$ cat config.mk
export PLATFORM = sky130hd
export DESIGN_NAME = contact_repulsion_velocity
export DESIGN_NICKNAME = d
export VERILOG_FILES = /design/src/hdl/crv_pkg.sv /design/src/hdl/contact_repulsion_velocity.sv /design/src/hdl/crv_mul.sv /design/src/hdl/crv_div.sv /design/src/hdl/crv_sqrt.sv
export SDC_FILE = /design/constraint.sdc
export NUM_CORES = 2
export LEC_CHECK = 0
export BUFFER_PORTS_ARGS = -buffer_cell sky130_fd_sc_hd__buf_2
export CAP_MARGIN = 20
export CORE_MARGIN = 2
export CORE_UTILIZATION = 34
export CTS_BUF_LIST = sky130_fd_sc_hd__clkbuf_4 sky130_fd_sc_hd__clkbuf_8
export CTS_CLUSTER_SIZE = 20
export DETAILED_ROUTE_END_ITERATION = 10
export GPL_TIMING_DRIVEN = 0
export PLACE_DENSITY = 0.51
export SLEW_MARGIN = 10
export SYNTH_ARGS = -nofsm -noshare
export SYNTH_HDL_FRONTEND = slang
export SYNTH_SLANG_ARGS = --single-unit
$ cat constraint.sdc
create_clock -name clk_i -period 17.96 [get_ports clk_i]
set_input_delay 2.694 -clock clk_i [delete_from_list [all_inputs] [get_ports clk_i]]
set_output_delay 2.694 -clock clk_i [all_outputs]
set_load 0.02 [all_outputs]
$ cat src/hdl/crv_pkg.sv
// Shared types for the contact repulsion velocity block.
// Holds the sequencer state type and the status bundle of the serial units.
// No dependencies.
`default_nettype none

package crv_pkg;

  typedef enum logic [3:0] {
    ST_IDLE,
    ST_CHECK,
    ST_SQX,
    ST_SQY,
    ST_SQRT,
    ST_AA,
    ST_DIVQ,
    ST_MAG,
    ST_UX,
    ST_CX,
    ST_UY,
    ST_CY,
    ST_FIN
  } crv_state_e;

  typedef struct packed {
    logic busy;
    logic done;
  } crv_stat_t;

endpackage

`default_nettype wire

$ cat src/hdl/contact_repulsion_velocity.sv
// Top level of the contact repulsion velocity accumulator.
// Depends on crv_pkg, crv_mul, crv_div and crv_sqrt.
//
// Each input request describes one focal disc and one neighbor disc; a neighbor that overlaps
// the focal disc adds a repulsive push to a 48-bit saturating sum, and the request marked by
// tlast emits that sum saturated to 32 bits per axis and clears it. A request that is skipped
// as self or outside the bounding box returns to idle without the square root, and one found
// coincident or not overlapping returns after the square root. A contributing request runs
// through the serial units: six products on the bit-serial multiplier, a square root and three
// quotients on the bit-serial divider, plus the sequencing states. One request is worked on at
// a time; a finished result waits in the output register while the next request is accepted,
// and a request marked tlast stalls in its final cycle while an earlier result still occupies
// that register.
`default_nettype none

module contact_repulsion_velocity import crv_pkg::*; #(
  parameter int unsigned FRAC_BITS = 16
) (
  input  wire logic         clk_i,
  input  wire logic         rst_ni,
  input  wire logic         cfg_valid_i,
  output logic              cfg_ready_o,
  input  wire logic [23:0]  cfg_data_i,      // stiffness
  input  wire logic         s_axis_tvalid_i,
  output logic              s_axis_tready_o,
  // self_x, self_y, self_radius, other_x, other_y, other_radius
  input  wire logic [175:0] s_axis_tdata_i,
  input  wire logic         s_axis_tuser_i,  // is_self
  input  wire logic         s_axis_tlast_i,  // last
  output logic              m_axis_tvalid_o,
  input  wire logic         m_axis_tready_i,
  output logic      [63:0]  m_axis_tdata_o   // vel_x, vel_y
);

  localparam int unsigned RadW    = 24;
  localparam int unsigned TW      = RadW + 1;
  localparam int unsigned DiffW   = 33;
  localparam int unsigned SqW     = 2 * TW;
  localparam int unsigned RootW   = TW + 1;
  localparam int unsigned StqW    = RadW + TW;
  localparam int unsigned MagW    = StqW - FRAC_BITS;
  localparam int unsigned MulB    = TW;
  localparam int unsigned MulP    = MagW + MulB;
  localparam int unsigned DivN    = 2 * TW;
  localparam int unsigned AccW    = 48;
  localparam int unsigned StiffRst = 327680;

  crv_state_e state_q, state_d;

  logic [RadW-1:0]         stiff_q;
  logic [TW-1:0]           t_q, t_d, adx_q, adx_d, ady_q, ady_d, dist_q, dist_d;
  logic signed [DiffW-1:0] dx_q, dx_d, dy_q, dy_d;
  logic                    self_q, self_d, last_q, last_d;
  logic [SqW-1:0]          sq_q, sq_d;
  logic [MagW-1:0]         mag_q, mag_d;
  logic signed [AccW-1:0]  acc_x_q, acc_x_d, acc_y_q, acc_y_d;
  logic                    out_valid_q, out_valid_d, out_load;
  logic [63:0]             out_data_q, out_data_d;

  logic [DiffW-1:0]        adx_w, ady_w;
  logic [MagW-1:0]         cx_w;
  logic signed [AccW-1:0]  acc_sum;
  logic                    acc_neg;

  logic                    mul_start, div_start, sqrt_start;
  logic [MagW-1:0]         mul_a;
  logic [MulB-1:0]         mul_b;
  logic [MulP-1:0]         mul_prod;
  logic [DivN-1:0]         div_num, div_quo;
  logic [TW-1:0]           div_den;
  logic [2*RootW-1:0]      sqrt_val;
  logic [RootW-1:0]        sqrt_root;
  crv_stat_t               mul_stat, div_stat, sqrt_stat;

  function automatic logic signed [AccW-1:0] acc_add(logic signed [AccW-1:0] acc,
                                                     logic [MagW-1:0] mag, logic neg);
    logic signed [AccW:0] ext;
    logic signed [AccW:0] sum;
    ext = (AccW+1)'(mag);
    sum = {acc[AccW-1], acc} + (neg ? -ext : ext);
    if (sum[AccW] != sum[AccW-1]) begin
      acc_add = sum[AccW] ? {1'b1, {(AccW-1){1'b0}}} : {1'b0, {(AccW-1){1'b1}}};
    end else begin
      acc_add = sum[AccW-1:0];
    end
  endfunction

  function automatic logic [31:0] sat32(logic signed [AccW-1:0] acc);
    if (acc[AccW-1:31] == '0 || acc[AccW-1:31] == '1) begin
      sat32 = acc[31:0];
    end else begin
      sat32 = acc[AccW-1] ? 32'h8000_0000 : 32'h7FFF_FFFF;
    end
  endfunction

  assign adx_w   = dx_q[DiffW-1] ? DiffW'(-dx_q) : DiffW'(dx_q);
  assign ady_w   = dy_q[DiffW-1] ? DiffW'(-dy_q) : DiffW'(dy_q);
  assign cx_w    = mul_prod[FRAC_BITS +: MagW];
  assign acc_neg = (state_q == ST_CX) ? !dx_q[DiffW-1] : !dy_q[DiffW-1];
  assign acc_sum = acc_add((state_q == ST_CX) ? acc_x_q : acc_y_q, cx_w, acc_neg);

  always_comb begin
    state_d     = state_q;
    t_d         = t_q;
    dx_d        = dx_q;
    dy_d        = dy_q;
    self_d      = self_q;
    last_d      = last_q;
    adx_d       = adx_q;
    ady_d       = ady_q;
    sq_d        = sq_q;
    dist_d      = dist_q;
    mag_d       = mag_q;
    acc_x_d     = acc_x_q;
    acc_y_d     = acc_y_q;
    out_load    = 1'b0;
    mul_start   = 1'b0;
    mul_a       = '0;
    mul_b       = '0;
    div_start   = 1'b0;
    div_num     = '0;
    div_den     = dist_q;
    sqrt_start  = 1'b0;
    sqrt_val    = '0;
    s_axis_tready_o = 1'b0;
    unique case (state_q)
      ST_IDLE: begin
        s_axis_tready_o = 1'b1;
        if (s_axis_tvalid_i) begin
          t_d    = TW'(s_axis_tdata_i[87:64]) + TW'(s_axis_tdata_i[175:152]);
          dx_d   = {s_axis_tdata_i[119], s_axis_tdata_i[119:88]}
                 - {s_axis_tdata_i[31], s_axis_tdata_i[31:0]};
          dy_d   = {s_axis_tdata_i[151], s_axis_tdata_i[151:120]}
                 - {s_axis_tdata_i[63], s_axis_tdata_i[63:32]};
          self_d = s_axis_tuser_i;
          last_d = s_axis_tlast_i;
          state_d = ST_CHECK;
        end
      end
      ST_CHECK: begin
        if (self_q || adx_w > DiffW'(t_q) || ady_w > DiffW'(t_q)) begin
          state_d = ST_FIN;
        end else begin
          adx_d     = adx_w[TW-1:0];
          ady_d     = ady_w[TW-1:0];
          mul_start = 1'b1;
          mul_a     = MagW'(adx_w[TW-1:0]);
          mul_b     = adx_w[TW-1:0];
          state_d   = ST_SQX;
        end
      end
      ST_SQX: begin
        if (mul_stat.done) begin
          sq_d      = mul_prod[SqW-1:0];
          mul_start = 1'b1;
          mul_a     = MagW'(ady_q);
          mul_b     = ady_q;
          state_d   = ST_SQY;
        end
      end
      ST_SQY: begin
        if (mul_stat.done) begin
          sqrt_start = 1'b1;
          sqrt_val   = (2*RootW)'(sq_q) + (2*RootW)'(mul_prod[SqW-1:0]);
          state_d    = ST_SQRT;
        end
      end
      ST_SQRT: begin
        if (sqrt_stat.done) begin
          if (sqrt_root == '0 || sqrt_root >= RootW'(t_q)) begin
            state_d = ST_FIN;
          end else begin
            dist_d    = sqrt_root[TW-1:0];
            mul_start = 1'b1;
            mul_a     = MagW'(t_q - sqrt_root[TW-1:0]);
            mul_b     = t_q - sqrt_root[TW-1:0];
            state_d   = ST_AA;
          end
        end
      end
      ST_AA: begin
        if (mul_stat.done) begin
          div_start = 1'b1;
          div_num   = mul_prod[DivN-1:0];
          div_den   = t_q;
          state_d   = ST_DIVQ;
        end
      end
      ST_DIVQ: begin
        if (div_stat.done) begin
          mul_start = 1'b1;
          mul_a     = MagW'(stiff_q);
          mul_b     = div_quo[TW-1:0];
          state_d   = ST_MAG;
        end
      end
      ST_MAG: begin
        if (mul_stat.done) begin
          mag_d     = mul_prod[FRAC_BITS +: MagW];
          div_start = 1'b1;
          div_num   = DivN'({adx_q, {FRAC_BITS{1'b0}}});
          state_d   = ST_UX;
        end
      end
      ST_UX: begin
        if (div_stat.done) begin
          mul_start = 1'b1;
          mul_a     = mag_q;
          mul_b     = MulB'(div_quo[FRAC_BITS:0]);
          state_d   = ST_CX;
        end
      end
      ST_CX: begin
        if (mul_stat.done) begin
          acc_x_d   = acc_sum;
          div_start = 1'b1;
          div_num   = DivN'({ady_q, {FRAC_BITS{1'b0}}});
          state_d   = ST_UY;
        end
      end
      ST_UY: begin
        if (div_stat.done) begin
          mul_start = 1'b1;
          mul_a     = mag_q;
          mul_b     = MulB'(div_quo[FRAC_BITS:0]);
          state_d   = ST_CY;
        end
      end
      ST_CY: begin
        if (mul_stat.done) begin
          acc_y_d = acc_sum;
          state_d = ST_FIN;
        end
      end
      ST_FIN: begin
        if (!last_q) begin
          state_d = ST_IDLE;
        end else if (!out_valid_q || m_axis_tready_i) begin
          out_load = 1'b1;
          acc_x_d  = '0;
          acc_y_d  = '0;
          state_d  = ST_IDLE;
        end
      end
      default: begin
        state_d = ST_IDLE;
      end
    endcase
  end

  assign out_valid_d = out_load || (out_valid_q && !m_axis_tready_i);
  assign out_data_d  = out_load ? {sat32(acc_y_q), sat32(acc_x_q)} : out_data_q;

  always_ff @(posedge clk_i or negedge rst_ni) begin
    if (!rst_ni) begin
      state_q     <= ST_IDLE;
      stiff_q     <= RadW'(StiffRst);
      acc_x_q     <= '0;
      acc_y_q     <= '0;
      out_valid_q <= 1'b0;
    end else begin
      state_q     <= state_d;
      if (cfg_valid_i) begin
        stiff_q <= cfg_data_i;
      end
      acc_x_q     <= acc_x_d;
      acc_y_q     <= acc_y_d;
      out_valid_q <= out_valid_d;
    end
  end

  always_ff @(posedge clk_i) begin
    t_q        <= t_d;
    dx_q       <= dx_d;
    dy_q       <= dy_d;
    self_q     <= self_d;
    last_q     <= last_d;
    adx_q      <= adx_d;
    ady_q      <= ady_d;
    sq_q       <= sq_d;
    dist_q     <= dist_d;
    mag_q      <= mag_d;
    out_data_q <= out_data_d;
  end

  crv_mul #(.WidthA(MagW), .WidthB(MulB)) u_mul (
    .clk_i   (clk_i),
    .rst_ni  (rst_ni),
    .start_i (mul_start),
    .a_i     (mul_a),
    .b_i     (mul_b),
    .stat_o  (mul_stat),
    .prod_o  (mul_prod)
  );

  crv_div #(.WidthN(DivN), .WidthD(TW)) u_div (
    .clk_i   (clk_i),
    .rst_ni  (rst_ni),
    .start_i (div_start),
    .num_i   (div_num),
    .den_i   (div_den),
    .stat_o  (div_stat),
    .quo_o   (div_quo)
  );

  crv_sqrt #(.WidthR(RootW)) u_sqrt (
    .clk_i   (clk_i),
    .rst_ni  (rst_ni),
    .start_i (sqrt_start),
    .val_i   (sqrt_val),
    .stat_o  (sqrt_stat),
    .root_o  (sqrt_root)
  );

  assign cfg_ready_o     = 1'b1;
  assign m_axis_tvalid_o = out_valid_q;
  assign m_axis_tdata_o  = out_data_q;

  a_mul_idle: assert property (@(posedge clk_i) disable iff (!rst_ni)
    mul_start |-> !mul_stat.busy)
    else $error("Multiplier started while busy.");

  a_div_idle: assert property (@(posedge clk_i) disable iff (!rst_ni)
    div_start |-> !div_stat.busy)
    else $error("Divider started while busy.");

  a_acc_clear: assert property (@(posedge clk_i) disable iff (!rst_ni)
    out_load |=> (acc_x_q == '0 && acc_y_q == '0))
    else $error("Accumulators not cleared after a result was emitted.");

  a_out_hold: assert property (@(posedge clk_i) disable iff (!rst_ni)
    (state_q == ST_FIN && last_q && out_valid_q && !m_axis_tready_i) |=> state_q == ST_FIN)
    else $error("Result dropped while the output register was full.");

endmodule

`default_nettype wire

$ cat src/hdl/crv_mul.sv
// Bit-serial shift-and-add multiplier, one multiplier bit per cycle.
// Depends on crv_pkg for the status bundle.
`default_nettype none

module crv_mul import crv_pkg::*; #(
  parameter int unsigned WidthA = 41,
  parameter int unsigned WidthB = 25
) (
  input  wire logic                       clk_i,
  input  wire logic                       rst_ni,
  input  wire logic                       start_i,
  input  wire logic [WidthA-1:0]          a_i,
  input  wire logic [WidthB-1:0]          b_i,
  output crv_stat_t                       stat_o,
  output logic      [WidthA+WidthB-1:0]   prod_o
);

  localparam int unsigned ProdW = WidthA + WidthB;
  localparam int unsigned CntW  = $clog2(WidthB + 1);

  logic [ProdW-1:0]  a_q, a_d, prod_q, prod_d;
  logic [WidthB-1:0] b_q, b_d;
  logic [CntW-1:0]   cnt_q, cnt_d;
  logic              busy_q, busy_d, done_q, done_d;

  always_comb begin
    a_d    = a_q;
    b_d    = b_q;
    prod_d = prod_q;
    cnt_d  = cnt_q;
    busy_d = busy_q;
    done_d = 1'b0;
    if (start_i) begin
      a_d    = ProdW'(a_i);
      b_d    = b_i;
      prod_d = '0;
      cnt_d  = CntW'(WidthB);
      busy_d = 1'b1;
    end else if (busy_q) begin
      if (b_q[0]) begin
        prod_d = prod_q + a_q;
      end
      a_d   = a_q << 1;
      b_d   = b_q >> 1;
      cnt_d = cnt_q - CntW'(1);
      if (cnt_q == CntW'(1)) begin
        busy_d = 1'b0;
        done_d = 1'b1;
      end
    end
  end

  always_ff @(posedge clk_i or negedge rst_ni) begin
    if (!rst_ni) begin
      busy_q <= 1'b0;
      done_q <= 1'b0;
      cnt_q  <= '0;
    end else begin
      busy_q <= busy_d;
      done_q <= done_d;
      cnt_q  <= cnt_d;
    end
  end

  always_ff @(posedge clk_i) begin
    a_q    <= a_d;
    b_q    <= b_d;
    prod_q <= prod_d;
  end

  assign stat_o = '{busy: busy_q, done: done_q};
  assign prod_o = prod_q;

endmodule

`default_nettype wire

$ cat src/hdl/crv_div.sv
// Restoring bit-serial divider, one quotient bit per cycle.
// Depends on crv_pkg for the status bundle.
`default_nettype none

module crv_div import crv_pkg::*; #(
  parameter int unsigned WidthN = 50,
  parameter int unsigned WidthD = 25
) (
  input  wire logic              clk_i,
  input  wire logic              rst_ni,
  input  wire logic              start_i,
  input  wire logic [WidthN-1:0] num_i,
  input  wire logic [WidthD-1:0] den_i,
  output crv_stat_t              stat_o,
  output logic      [WidthN-1:0] quo_o
);

  localparam int unsigned CntW = $clog2(WidthN + 1);

  logic [WidthN-1:0] n_q, n_d;
  logic [WidthD-1:0] rem_q, rem_d, den_q, den_d;
  logic [WidthD:0]   trial, diff;
  logic              ge;
  logic [CntW-1:0]   cnt_q, cnt_d;
  logic              busy_q, busy_d, done_q, done_d;

  assign trial = {rem_q, n_q[WidthN-1]};
  assign diff  = trial - {1'b0, den_q};
  assign ge    = (trial >= {1'b0, den_q});

  always_comb begin
    n_d    = n_q;
    rem_d  = rem_q;
    den_d  = den_q;
    cnt_d  = cnt_q;
    busy_d = busy_q;
    done_d = 1'b0;
    if (start_i) begin
      n_d    = num_i;
      rem_d  = '0;
      den_d  = den_i;
      cnt_d  = CntW'(WidthN);
      busy_d = 1'b1;
    end else if (busy_q) begin
      rem_d = ge ? diff[WidthD-1:0] : trial[WidthD-1:0];
      n_d   = {n_q[WidthN-2:0], ge};
      cnt_d = cnt_q - CntW'(1);
      if (cnt_q == CntW'(1)) begin
        busy_d = 1'b0;
        done_d = 1'b1;
      end
    end
  end

  always_ff @(posedge clk_i or negedge rst_ni) begin
    if (!rst_ni) begin
      busy_q <= 1'b0;
      done_q <= 1'b0;
      cnt_q  <= '0;
    end else begin
      busy_q <= busy_d;
      done_q <= done_d;
      cnt_q  <= cnt_d;
    end
  end

  always_ff @(posedge clk_i) begin
    n_q   <= n_d;
    rem_q <= rem_d;
    den_q <= den_d;
  end

  assign stat_o = '{busy: busy_q, done: done_q};
  assign quo_o  = n_q;

endmodule

`default_nettype wire

$ cat src/hdl/crv_sqrt.sv
// Digit-by-digit integer square root, one result bit per cycle.
// Depends on crv_pkg for the status bundle.
`default_nettype none

module crv_sqrt import crv_pkg::*; #(
  parameter int unsigned WidthR = 26
) (
  input  wire logic                clk_i,
  input  wire logic                rst_ni,
  input  wire logic                start_i,
  input  wire logic [2*WidthR-1:0] val_i,
  output crv_stat_t                stat_o,
  output logic      [WidthR-1:0]   root_o
);

  localparam int unsigned CntW = $clog2(WidthR + 1);

  logic [2*WidthR-1:0] v_q, v_d;
  logic [WidthR:0]     rem_q, rem_d;
  logic [WidthR-1:0]   res_q, res_d;
  logic [WidthR+2:0]   trial_rem, trial, diff;
  logic                ge;
  logic [CntW-1:0]     cnt_q, cnt_d;
  logic                busy_q, busy_d, done_q, done_d;

  assign trial_rem = {rem_q, v_q[2*WidthR-1 -: 2]};
  assign trial     = {1'b0, res_q, 2'b01};
  assign diff      = trial_rem - trial;
  assign ge        = (trial_rem >= trial);

  always_comb begin
    v_d    = v_q;
    rem_d  = rem_q;
    res_d  = res_q;
    cnt_d  = cnt_q;
    busy_d = busy_q;
    done_d = 1'b0;
    if (start_i) begin
      v_d    = val_i;
      rem_d  = '0;
      res_d  = '0;
      cnt_d  = CntW'(WidthR);
      busy_d = 1'b1;
    end else if (busy_q) begin
      rem_d = ge ? diff[WidthR:0] : trial_rem[WidthR:0];
      res_d = {res_q[WidthR-2:0], ge};
      v_d   = v_q << 2;
      cnt_d = cnt_q - CntW'(1);
      if (cnt_q == CntW'(1)) begin
        busy_d = 1'b0;
        done_d = 1'b1;
      end
    end
  end

  always_ff @(posedge clk_i or negedge rst_ni) begin
    if (!rst_ni) begin
      busy_q <= 1'b0;
      done_q <= 1'b0;
      cnt_q  <= '0;
    end else begin
      busy_q <= busy_d;
      done_q <= done_d;
      cnt_q  <= cnt_d;
    end
  end

  always_ff @(posedge clk_i) begin
    v_q   <= v_d;
    rem_q <= rem_d;
    res_q <= res_d;
  end

  assign stat_o = '{busy: busy_q, done: done_q};
  assign root_o = res_q;

endmodule

`default_nettype wire

# Word-level counts from Yosys, hierarchy flattened
# Index checks and enable logic that the tools add are counted.
# W data, S select, Z words.
[op_classes] addsub=16 order_cmp=5 n_eq_ne=32 mux=100 bitwise=2 n_reduce_logical=33
[ops] op="$mux W25" n=12
[ops] op="$mux W48" n=6
[ops] op="$mux W33" n=7
[ops] op="$pmux W48 S2" n=2
[ops] op="$pmux W33 S5" n=1
[ops] op="$mux W50" n=3
[ops] op="$pmux W50 S3" n=1
[ops] op="$mux W32" n=4
[ops] op="$pmux W25 S5" n=1
[ops] op="$mux W52" n=2
[ops] op="$mux W51" n=2
[ops] op="$mux W41" n=2
[ops] op="$gt A33 B25 Y1" n=2
[ops] op="$neg A33 Y33" n=2
[ops] op="$sub A32 B32 Y33" n=2
[ops] op="$mux W4" n=15
[ops] op="$add A58 B58 Y58" n=1
[ops] op="$ge A26 B25 Y1" n=2
[ops] op="$pmux W4 S13" n=1
[ops] op="$add A50 B50 Y51" n=1
[ops] op="$sub A25 B25 Y25" n=2
[ops] op="$add A49 B49 Y49" n=1
[ops] op="$mux W49" n=1
[ops] op="$neg A33 Y49" n=1
[ops] op="38 further kinds" n=114
[word_totals] register_bits=808 inputBits=207 output_inout_bits=67 wordCells=223

# Longest topological paths before layout
[logic_depth] word_depth=8 depth_mapped=25 mapped_depth_nobuf=23

# By module
# A second synthesis with hierarchy kept.
[hier_totals] hier_cells=5505 hier_area_um2=53835.4
[modules_own_cells] module="contact_repulsion_velocity" n_inst=1 cells_each=3409 area_each_um2=32667.6 seq_area_each_um2=12589.6
[modules_own_cells] module="crv_mul" n_inst=1 cells_each=974 area_each_um2=9026.2 seq_area_each_um2=3578.4
[modules_own_cells] module="crv_sqrt" n_inst=1 cells_each=583 area_each_um2=6206.0 seq_area_each_um2=2797.7
[modules_own_cells] module="crv_div" n_inst=1 cells_each=539 area_each_um2=5935.7 seq_area_each_um2=2952.8

# Least setup slack after synthesis
# No wires, ideal clock.
[synth_timing] kind="reg2reg" start="register dx_q[13]" end="register u_mul.a_q[0] (enable)" setup_time_ns=0.417 t_arrival_ns=5.624 required_ns=17.543 slack_ns=11.919 path_stages_with_launch=18 path_buffers=1 synth_period_minus_slack_ns=6.041 cell_sequence="edfxtp_1 or4_1 or4_1 or2_2 o41ai_1 xnor2_1 ha_1 a21o_1 a21o_1 a21oi_1 o21ai_0 a2111oi_0 o211ai_1 nor4_4 and3_1 nor2_1 clkbuf_1 nand2_1"
[synth_between] elab_chain_cells=8
[synth_lines] item="start: declaration" line_no="contact_repulsion_velocity.sv:52" source="logic signed [DiffW-1:0] dx_q, dx_d, dy_q, dy_d;"
[synth_lines] item="start signal: assignment" line_no="contact_repulsion_velocity.sv:274" source="dx_q <= dx_d;"
[synth_lines] item="$neg A33 Y33" line_no="contact_repulsion_velocity.sv:96" source="assign adx_w = dx_q[DiffW-1] ? DiffW'(-dx_q) : DiffW'(dx_q);"
[synth_lines] item="$mux W33" line_no="contact_repulsion_velocity.sv:96"
[synth_lines] item="named net adx_w[22]" line_no="contact_repulsion_velocity.sv:60" source="logic [DiffW-1:0] adx_w, ady_w;"
[synth_lines] item="$gt A33 B25 Y1" line_no="contact_repulsion_velocity.sv:141" source="if (self_q || adx_w > DiffW'(t_q) || ady_w > DiffW'(t_q)) begin"
[synth_lines] item="$logic_or A1 B1 Y1 (2 in series)" line_no="contact_repulsion_velocity.sv:141"
[synth_lines] item="$mux W1" line_no="contact_repulsion_velocity.sv:141"
[synth_lines] item="$pmux W1 S4" line_no="contact_repulsion_velocity.sv:126" source="unique case (state_q)"
[synth_lines] item="$reduce_bool A2 Y1 (no source line)"
[synth_lines] item="end signal: assignment" line_no="crv_mul.sv:66" source="a_q <= a_d;"
[synth_lines] item="end: declaration" line_no="crv_mul.sv:21" source="logic [ProdW-1:0] a_q, a_d, prod_q, prod_d;"
# The timed path passes the listed nets, and every way through them passes these cells.
# A chain may end at the register's enable or synchronous reset.

# Final worst setup path
[layout_timing] start="register state_q[0]" end="register acc_y_q[38]"
[layout_between] elab_chain_cells=8 elab_cells_between_ends=17 cone_classes="add/sub (1); eq/ne (7); mux (7); reduce/logical (2)"
[layout_lines] item="start: declaration" line_no="contact_repulsion_velocity.sv:48" source="crv_state_e state_q, state_d;"
[layout_lines] item="start signal: assignment" line_no="contact_repulsion_velocity.sv:262" source="state_q <= state_d;"
[layout_lines] item="$eq A4 B4 Y1" line_no="contact_repulsion_velocity.sv:99, contact_repulsion_velocity.sv:100"
[layout_lines] item="$mux W1" line_no="contact_repulsion_velocity.sv:99" source="assign acc_neg = (state_q == ST_CX) ? !dx_q[DiffW-1] : !dy_q[DiffW-1];"
[layout_lines] item="$mux W49" line_no="contact_repulsion_velocity.sv:80" source="sum = {acc[AccW-1], acc} + (neg ? -ext : ext);"
[layout_lines] item="$add A49 B49 Y49" line_no="contact_repulsion_velocity.sv:80"
[layout_lines] item="$mux W48 / $ne A1 B1 Y1 (equally long branches)" line_no="contact_repulsion_velocity.sv:82, contact_repulsion_velocity.sv:81"
[layout_lines] item="$mux W48" line_no="contact_repulsion_velocity.sv:81" source="if (sum[AccW] != sum[AccW-1]) begin"
[layout_lines] item="$mux W48" line_no="contact_repulsion_velocity.sv:230" source="if (mul_stat.done) begin"
[layout_lines] item="$pmux W48 S2" line_no="contact_repulsion_velocity.sv:126"
[layout_lines] item="end signal: assignment" line_no="contact_repulsion_velocity.sv:267" source="acc_y_q <= acc_y_d;"
[layout_lines] item="end: declaration" line_no="contact_repulsion_velocity.sv:56" source="logic signed [AccW-1:0] acc_x_q, acc_x_d, acc_y_q, acc_y_d;"
# Parallel ways exist; a longest one is shown, timed or not. The select of a mux whose other input is x is not followed.

==> metrics.cfg <==
[cts]
clkTransAtPathRegs_ns = 0.06
ctsHoldBuffers = 0
htree_levels = 4
tritoncts.num_buffers = 147
clkLatencyLatePin_ns = 0.89
clockBufferDepth = 3
cts_resized = 0
cts_setup_buffers = 0
root_buffer = clkbuf_8
cts_tree = yes
cts_sinks = 792

[route]
topRoutingLayerUsed = met4
drt_iter0_markers = 2940
firstDrtPassIters = 10
route.met2.wl_mm = 72.21
viasPerCell = 5.369
routed-wl-met3_mm = 8.601
drc = 0
ant_nets = 0
wirelength_mm = 159.3
routedLengthMet1_mm = 73.45
vias = 40450
drt-wirelength-per-cell_um = 21.14

[critical_path]
startpoint = state_q[0]$_DFFE_PN0P_
reg2reg_from = state_q[0]$_DFFE_PN0P_
cp.arrival_ns = 9.09
endpoint = acc_y_q[38]$_DFFE_PN0P_
start_kind = flop
crit_required_ns = 18.70
critPathCaptureType = flop
r2r_setup_slack_ns = 9.61
r2r_end = acc_y_q[38]$_DFFE_PN0P_
r2r_cells = 22
cp_max_fo = 10
crit_type = reg2reg

[power]
power_switching_uw = 2016
cellPowerDensity_nw_per_um2 = 105.4
p_comb_share_pct = 29.4
intPower_uw = 3991
seq_power_share_pct = 39.5
swShare_pct = 33.56
pwr-share-clk_pct = 31.0
p_leak_uw = 0.02428
peakVddDrop_uv = 79.01

[sta]
layout_min_cycle_time_ns = 8.348
setup_tns_ns = 0
final_max_slew_viol_count = 0
tightest_slew_ns = 1.214
final-setup-viol-count = 0
hold_viol = 0
finalCritPeriodShare_pct = 46.48
rsz0062_at_grt = false
slew_headroom_pct = 18.72
max_clock_freq_ghz = 0.1198
finalWorstSetupSlack_ns = 9.612
finClkSkew_ns = 0.04740

[floorplanning]
core.rowCount = 140
die-area_um2 = 149500
die_h_um = 386.7
ioPinCount = 274
core_um2 = 145600
start_util_pct = 34.20
die_w_um = 386.7

[placed_design]
pre_cts_ws_ns = 9.639
dp_hpwl_mm = 122.6
gp_congestion = 0.9104
dp.cells = 7255
placed_area_um2 = 53790
port_buffers = 271

[global_routing]
grt_max_degree = 94
antenna_found_initial = 5
grt_pass1_wl_mm = 240.3
grt_pass1_vias = 38810
grt_overflow_total = 0
gr-usage-all-layers_pct = 20.78

[synthesis]
ys_warn_count = 0
synth_ff_type = edfxtp_1
ys_top_cells_by_count = 500 x edfxtp_1, 433 x a21oi_1, 432 x nand2_1
yosysMostFrequentCell = edfxtp_1
synth_edf_count = 500
synth_top_area_share_pct = 30.16
ys_top_cells_by_area = edfxtp_1 30%, ha_1 10%, dfrtp_1 7.3%, dfxtp_1 5.8%, a21oi_1 4.4%
syn-instance-count = 5057
synth_top_area_cell = edfxtp_1
synth-seq-cells = 792
synthArstFlopShare_pct = 18.56
synth_fp_nets = 5669
syn_avg_cell_area_um2 = 9.845
yosysSeqAreaShare_pct = 43.38
netlist-cell-type-count = 97
syn_area_um2 = 49790

[worst_hold_path]
hp-class = reg2reg

[outcome]
status = finished, final reports clean

[layout]
fin_util_pct = 39.14
area_growth_pct = 14.43
nFillCells = 14590
finish.instance_area_um2 = 56970
layout-drive-gt1-share_pct = 12.94
fin_cells = 7533
nets = 6103

[run]
drv_cap = 0

## worst max-delay path: stages, from the launching register on
cell      delay (ns)
dfrtp_1         0.32
clkbuf_1        0.30
nor2b_1         0.28
and3_1          0.18
clkbuf_1        0.31
clkbuf_1        0.85
clkbuf_1        0.93
mux2_2          0.43
ha_1            0.32
o21ai_0         0.15
a2111o_1        0.46
o221ai_1        0.18
o21ai_0         0.28
o31ai_1         0.58
a31o_2          0.30
a41oi_1         0.21
o21ai_0         0.27
xor2_1          0.24
xor2_1          0.54
buf_2           0.43
buf_2           0.28
nand2_1         0.12
a22o_1          0.22
## power groups by stage
stage	Sequential (uW)	Combinational, uW	Clock (uW)
after floorplan	2380	1230	0
after global placement	2410	1750	0
after detailed placement	2410	1760	0
after CTS	2370	1780	1910
after global routing	2400	1950	1990
final	2380	1770	1860
## sequential cells by signal, summed over array words and instances, names as in the netlist, 24 cells and up
register        cells
dist_q             25
acc_y_q            48
u_mul.a_q          50
stiff_q            24
t_q                25
u_sqrt.rem_q       27
u_div.quo_o        50
u_mul.b_q          25
sq_q               50
u_div.rem_q        25
u_mul.prod_o       50
u_sqrt.root_o      26
adx_q              25
u_div.den_q        25
m_axis_tdata_o     64
dy_q               33
u_sqrt.v_q         52
acc_x_q            48
mag_q              33
dx_q               33
ady_q              25
## metal layers
metal,vias up,GRT usage (%)
met1,19450,28.73
met3,247,2.981
li1,19590,-
met2,1161,33.11
met4,0,7.194
met5,-,0
## worst min path at each step
stage	slack (ns)	to	cells past startpoint	start
2_1_floorplan	0.47	u_mul.prod_o[49]$_SDFFE_PP0P_	2	u_mul.prod_o[49]$_SDFFE_PP0P_
3_3_place_gp	0.50	stiff_q[7]$_DFFE_PN0P_	1	stiff_q[7]$_DFFE_PN0P_
3_5_place_dp	0.50	stiff_q[8]$_DFFE_PN0P_	1	stiff_q[8]$_DFFE_PN0P_
4_1_cts	0.51	stiff_q[8]$_DFFE_PN0P_	1	stiff_q[8]$_DFFE_PN0P_
5_1_grt	0.52	stiff_q[8]$_DFFE_PN0P_	1	stiff_q[8]$_DFFE_PN0P_
6_report	0.51	stiff_q[8]$_DFFE_PN0P_	1	stiff_q[8]$_DFFE_PN0P_
## placed cells by master, fill, tap and decap left out, drive strengths merged, types with 33 or more instances in the layout
| cell type | count |
|---|---|
| a211oi | 41 |
| a21o | 173 |
| a21oi | 433 |
| a22o | 126 |
| a31oi | 53 |
| and3 | 33 |
| buf | 332 |
| clkbuf | 382 |
| clkinv | 39 |
| dfrtp | 145 |
| dfxtp | 145 |
| edfxtp | 500 |
| ha | 397 |
| inv | 263 |
| mux2 | 98 |
| mux2i | 64 |
| nand2 | 432 |
| nand2b | 51 |
| nand3 | 80 |
| nand4 | 54 |
| nor2 | 390 |
| nor2b | 49 |
| nor3 | 80 |
| nor4 | 36 |
| o21a | 98 |
| o21ai | 299 |
| o21bai | 43 |
| o31ai | 44 |
| xnor2 | 234 |
| xor2 | 115 |
## layout make-up
class | count | area (um2) | area share [%]
antenna | 5 | 12.51 | 0.02196
buffer | 215 | 882.1 | 1.548
clock buffer | 214 | 2658 | 4.665
clock inverter | 55 | 461.7 | 0.8104
inverter | 259 | 972.2 | 1.706
multi-input combinational | 3791 | 26380 | 46.30
sequential | 792 | 21600 | 37.91
tap | 1917 | 2399 | 4.210
timing repair buffer | 285 | 1609 | 2.824
## cells by family (layout without fill, tap and decap cells)
kind of cell / count (synthesis) / after routing / share of synthesized area (%)
muxes: 162 / 162 / 3.503
adders and majority gates: 405 / 405 / 10.30
xor gates and xnor gates: 349 / 349 / 6.140
DFF: 792 / 792 / 43.38
other: 1 / 6 / 0.007532
and+or+nand+nor: 1325 / 1325 / 12.40
AOI/OAI and AO/OA: 1549 / 1549 / 20.56
buffers and inverters: 474 / 1028 / 3.709
## through the flow
step           total power, uW  hold WS [ns]
2_1_floorplan             3619        0.4693
3_3_place_gp              4160        0.4960
3_5_place_dp              4174        0.5016
4_1_cts                   6061        0.5138
5_1_grt                   6337        0.5229
6_report                  6007        0.5092
Note: power is estimated with default switching activity, not from simulation.
